===== config.mk =====
export PLATFORM = sky130hd
export DESIGN_NAME = ptg_tint_stage
export DESIGN_NICKNAME = d
export VERILOG_FILES = /design/src/sv/ptg_pkg.sv /design/src/sv/ptg_tint_stage.sv
export SDC_FILE = /design/constraint.sdc
export NUM_CORES = 1
export LEC_CHECK = 0
export BUFFER_PORTS_ARGS = -buffer_cell sky130_fd_sc_hd__buf_2
export CAP_MARGIN = 20
export CORE_MARGIN = 1
export CORE_UTILIZATION = 35
export DETAILED_ROUTE_END_ITERATION = 8
export SLEW_MARGIN = 25
export SYNTH_ARGS = -nofsm -noshare
export SYNTH_HDL_FRONTEND = slang
export SYNTH_SLANG_ARGS = --single-unit

===== constraint.sdc =====
create_clock -name clk -period 9.8 [get_ports clk]
set_input_delay 0.49 -clock clk [delete_from_list [all_inputs] [get_ports clk]]
set_output_delay 0.49 -clock clk [all_outputs]
set_load 0.005 [all_outputs]

===== src/sv/ptg_pkg.sv =====
// Shared types, codes and arithmetic for the palette tint and gamma block.
package ptg_pkg;

  localparam int REG_COUNT   = 4;
  localparam int REG_IDX_W   = $clog2(REG_COUNT);
  localparam int CFG_INDEX_W = 8;
  localparam int TABLE_DEPTH = 256;

  localparam logic OP_TINT        = 1'b0;
  localparam logic OP_TABLE_WRITE = 1'b1;

  localparam logic KIND_COLOR = 1'b0;
  localparam logic KIND_ACK   = 1'b1;

  typedef struct packed {
    logic       operation;
    logic [7:0] red;
    logic [7:0] green;
    logic [7:0] blue;
    logic [7:0] table_index;
    logic [7:0] table_value;
  } ptg_item_t;

  typedef struct packed {
    logic       out_kind;
    logic [7:0] out_red;
    logic [7:0] out_green;
    logic [7:0] out_blue;
  } ptg_result_t;

  typedef struct packed {
    logic [CFG_INDEX_W-1:0] index;
    logic [31:0]            data;
  } ptg_cfg_t;

  function automatic logic [7:0] tint_channel(input logic [7:0] c,
                                               input logic [7:0] dest,
                                               input logic [7:0] pct);
    logic signed [8:0]  diff;
    logic signed [17:0] prod;
    diff = $signed({1'b0, dest}) - $signed({1'b0, c});
    prod = $signed({1'b0, pct}) * diff;
    return c + prod[15:8];
  endfunction

endpackage


===== src/sv/ptg_tint_stage.sv =====
// One registered tint stage: blend each channel towards the stage colour.
module ptg_tint_stage (
  input  logic                clk,
  input  logic                rst,
  input  logic [31:0]         tint,
  input  logic                up_valid,
  input  ptg_pkg::ptg_item_t  up_item,
  output logic                up_ready,
  output logic                dn_valid,
  output ptg_pkg::ptg_item_t  dn_item,
  input  logic                dn_ready
);

  ptg_pkg::ptg_item_t tinted;

  always_comb begin
    tinted       = up_item;
    tinted.red   = ptg_pkg::tint_channel(up_item.red,   tint[7:0],   tint[31:24]);
    tinted.green = ptg_pkg::tint_channel(up_item.green, tint[15:8],  tint[31:24]);
    tinted.blue  = ptg_pkg::tint_channel(up_item.blue,  tint[23:16], tint[31:24]);
  end

  assign up_ready = !dn_valid || dn_ready;

  always_ff @(posedge clk) begin
    if (rst) begin
      dn_valid <= 1'b0;
    end else if (up_ready) begin
      dn_valid <= up_valid;
    end
  end

  always_ff @(posedge clk) begin
    if (up_valid && up_ready) begin
      dn_item <= tinted;
    end
  end

endmodule


==> results by group <==
Setup path
  – CP arrival: 7.87 ns
  – Startpoint types: input port
  – Worst R2R Path Depth: 2
  – CP max-delay cell: xnor2_1
  – Crit path from: up_item[17]
  – CP Class: input port to flip-flop
  – Reg-to-reg startpoint: dn_valid$_SDFFE_PP0N_
  – Worst path required time: 9.85 ns
  – Worst-path maximum fanout: 8
  – Max incr delay on CP: 0.59 ns
  – Cell mode on critical path: fa_1
  – Crit. End Element: flip-flop

Yosys
  – Synth Area in Simple Gates: 17.2%
  – Mux cell area share after synthesis: 0%
  – Post-synth top area share: 27.6%
  – Async set-reset flop share out of synthesis: 0%
  – Area contributors post-synth: fa_1, ha_1, edfxtp_1, inv_1, and2_1
  – Top cell types by occurrence after synthesis: inv_1, ha_1, fa_1
  – Dominant cell type by area after synthesis: fa_1
  – Mapped Cells: 1010
  – Syn_nets: 1384
  – Top_reg_cell synth: edfxtp_1
  – Netlist Area Pre-Place: 9580 µm²
  – Adder-Cell Fraction of Synth Area: 49.1%
  – Register area share after synthesis: 13.1%
  – Most common cell in the netlist: inv_1
  – Synth Warn #: 0
  – Syn avg cell area: 9.49 µm²
  – Synth cell types: 44
  – Main combinational cell family by area after synthesis: adder cells
  – EDFF count, synth: 41
  – Synth Area in Compound Gates: 5.86%
  – Flops & latches, synth: 42
  – XOR/XNOR share of the synthesized area: 6.77%

Worst hold path
  – HP Class: input port to flip-flop
  – Hold path depth: 2
  – Min-delay src: rst

Floorplan
  – Die Span Y: 167 µm
  – Die area: 28000 µm²
  – Die Width: 167 µm
  – Initial core utilization: 35.6%
  – CORE AREA: 26900 µm²
  – Num rows: 60
  – Num ports: 120

Final layout
  – Finished Layout Cells: 1462
  – Final Cell Area: 10700 µm²
  – Area Overhead vs Synth: 11.8%
  – Inserted Diodes: 0
  – Post-layout nets: 1494
  – Layout cells sized above 1: 12.6%

Detailed routing
  – Total number of vias: 6896
  – DR vias/cell: 4.72
  – Post-route ant nets: 0
  – DRT iter0 DRCs: 163
  – DRC errors left: 0
  – WL/cell: 13.8 µm
  – Total Wirelength: 20.2 mm
  – DRT Pass-1 Iters: 4

Timing
  – Min Tclk post-route: 7.81 ns
  – Tcrit/Tclk final: 79.7%
  – Worst-Margin Slew: 0.897 ns
  – Unrepaired setup endpoints after global routing: false
  – # setup viols final: 0
  – Slew HR: 39.7%
  – Final Skew: 0.00869 ns
  – Slew Limit Fails: 0
  – Setup_tns: 0 ns
  – Fmax: 0.128 GHz
  – Post-route worst setup slack: 1.99 ns
  – Hold Fails Final Rpt: 0

CTS
  – Clock Path Buffers: 2
  – CTS resizes: 0
  – TritonCTS clock tree: built
  – Clock-pin slew on the worst setup and hold paths: 0.08 ns
  – Cts hold-fix bufs: 0
  – Clock latency at the later pin of the worst-skew pair: 0.30 ns
  – Number of buffers created by CTS: 5
  – Root buffer cell: clkbuf_16
  – Setup Buffers After CTS: 0
  – # clock sinks: 42
  – H-tree levels: 2

Global route
  – First-pass GRT wire length: 34.7 mm
  – Vias in the first global route: 7281
  – GRT Resource Usage Total: 15.3%
  – Largest net degree at the start of global routing: 42
  – Grt total ovfl: 0
  – Antenna violations before repair: 0

Flow run
  – Max-Cap Viols: 0

Placement
  – # placed instances: 1454
  – DP Worst Slack: 1.58 ns
  – DP Area: 10500 µm²
  – HPWL after detailed placement: 16.2 mm
  – Gpl congestion: 0.792
  – Number of I/O port buffers: 119

Outcome
  – Status: finished, final reports clean
-- flip-flops by register name, indices dropped and copies added (netlist names) --
signal	flops
dn_item	41
dn_valid	1
-- layer usage --
metal  GRT usage, %  vias to the layer above  part of all wire (%)
met5              0                        -                     0
met4           2.79                        0                  0.86
met3           1.61                       10                   2.6
met2           27.5                       89                    51
met1           19.9                     3392                    46
li1               -                     3405                     -
-- logic make-up after synthesis --
group,count (synthesis)
AND/OR/NAND/NOR,306
XOR/XNOR,74
AO/OA/AOI/OAI,87
adder cells (fa/ha/maj),297
buffers and inverters,204
flip-flops,42
-- through the flow --
stage / hold slack (ns) / util [%]
final: 0.328 / 39.9
after global routing: 0.321 / 39.9
after CTS: 0.316 / 39.9
after detailed placement: 0.511 / 39.3
after global placement: 0.494 / 39.2
after floorplan: 0.522 / -
-- area by class of cell --
class                           instances  area (µm²)
Fill cell                            2725       16200
Multi-Input combinational cell        764        7570
Sequential cell                        42        1250
Inverter                              187         702
Timing Repair Buffer                  120         603
Tap cell                              341         427
Clock buffer                            6         129
Clock inverter                          2        37.5
-- path summary, 6_finish.rpt --
| path | to | slack [ns] |
|---|---|---|
| worst max-delay path | dn_item[23]$_DFFE_PP_ | 1.99 |
| worst min-delay path | dn_valid$_SDFFE_PP0N_ | 0.33 |
| worst max register to register | dn_item[24]$_DFFE_PP_ | 8.43 |
| worst min register to register | dn_valid$_SDFFE_PP0N_ | 0.52 |
-- cell usage in the layout (no fill, tap or decap), types with 4 or more instances in the layout --
cell / count
a21o_1: 10
a21oi_1: 27
and2_1: 103
buf_2: 119
clkbuf_16: 5
edfxtp_1: 41
fa_1: 132
ha_1: 165
inv_1: 187
nand2_1: 57
nand2b_1: 39
nand3_1: 4
nor2_1: 53
nor2b_1: 19
nor3_1: 10
o21a_1: 4
o21ai_0: 22
o21bai_1: 4
or2_2: 4
or3_1: 6
xnor2_1: 57
xor2_1: 17
-- worst max-delay path: cells and delay by family --
family | cells | cell delay, ns
xor gates and xnor gates | 4 | 1.12
adders and majority gates | 8 | 3.32
AOI/OAI and AO/OA | 7 | 1.50
buffers and inverters | 5 | 0.32
and+or+nand+nor | 7 | 1.11
Power is left out: the tool's default activity adds up to more than one toggle a clock period on the data nets, which glitch-free logic cannot reach.
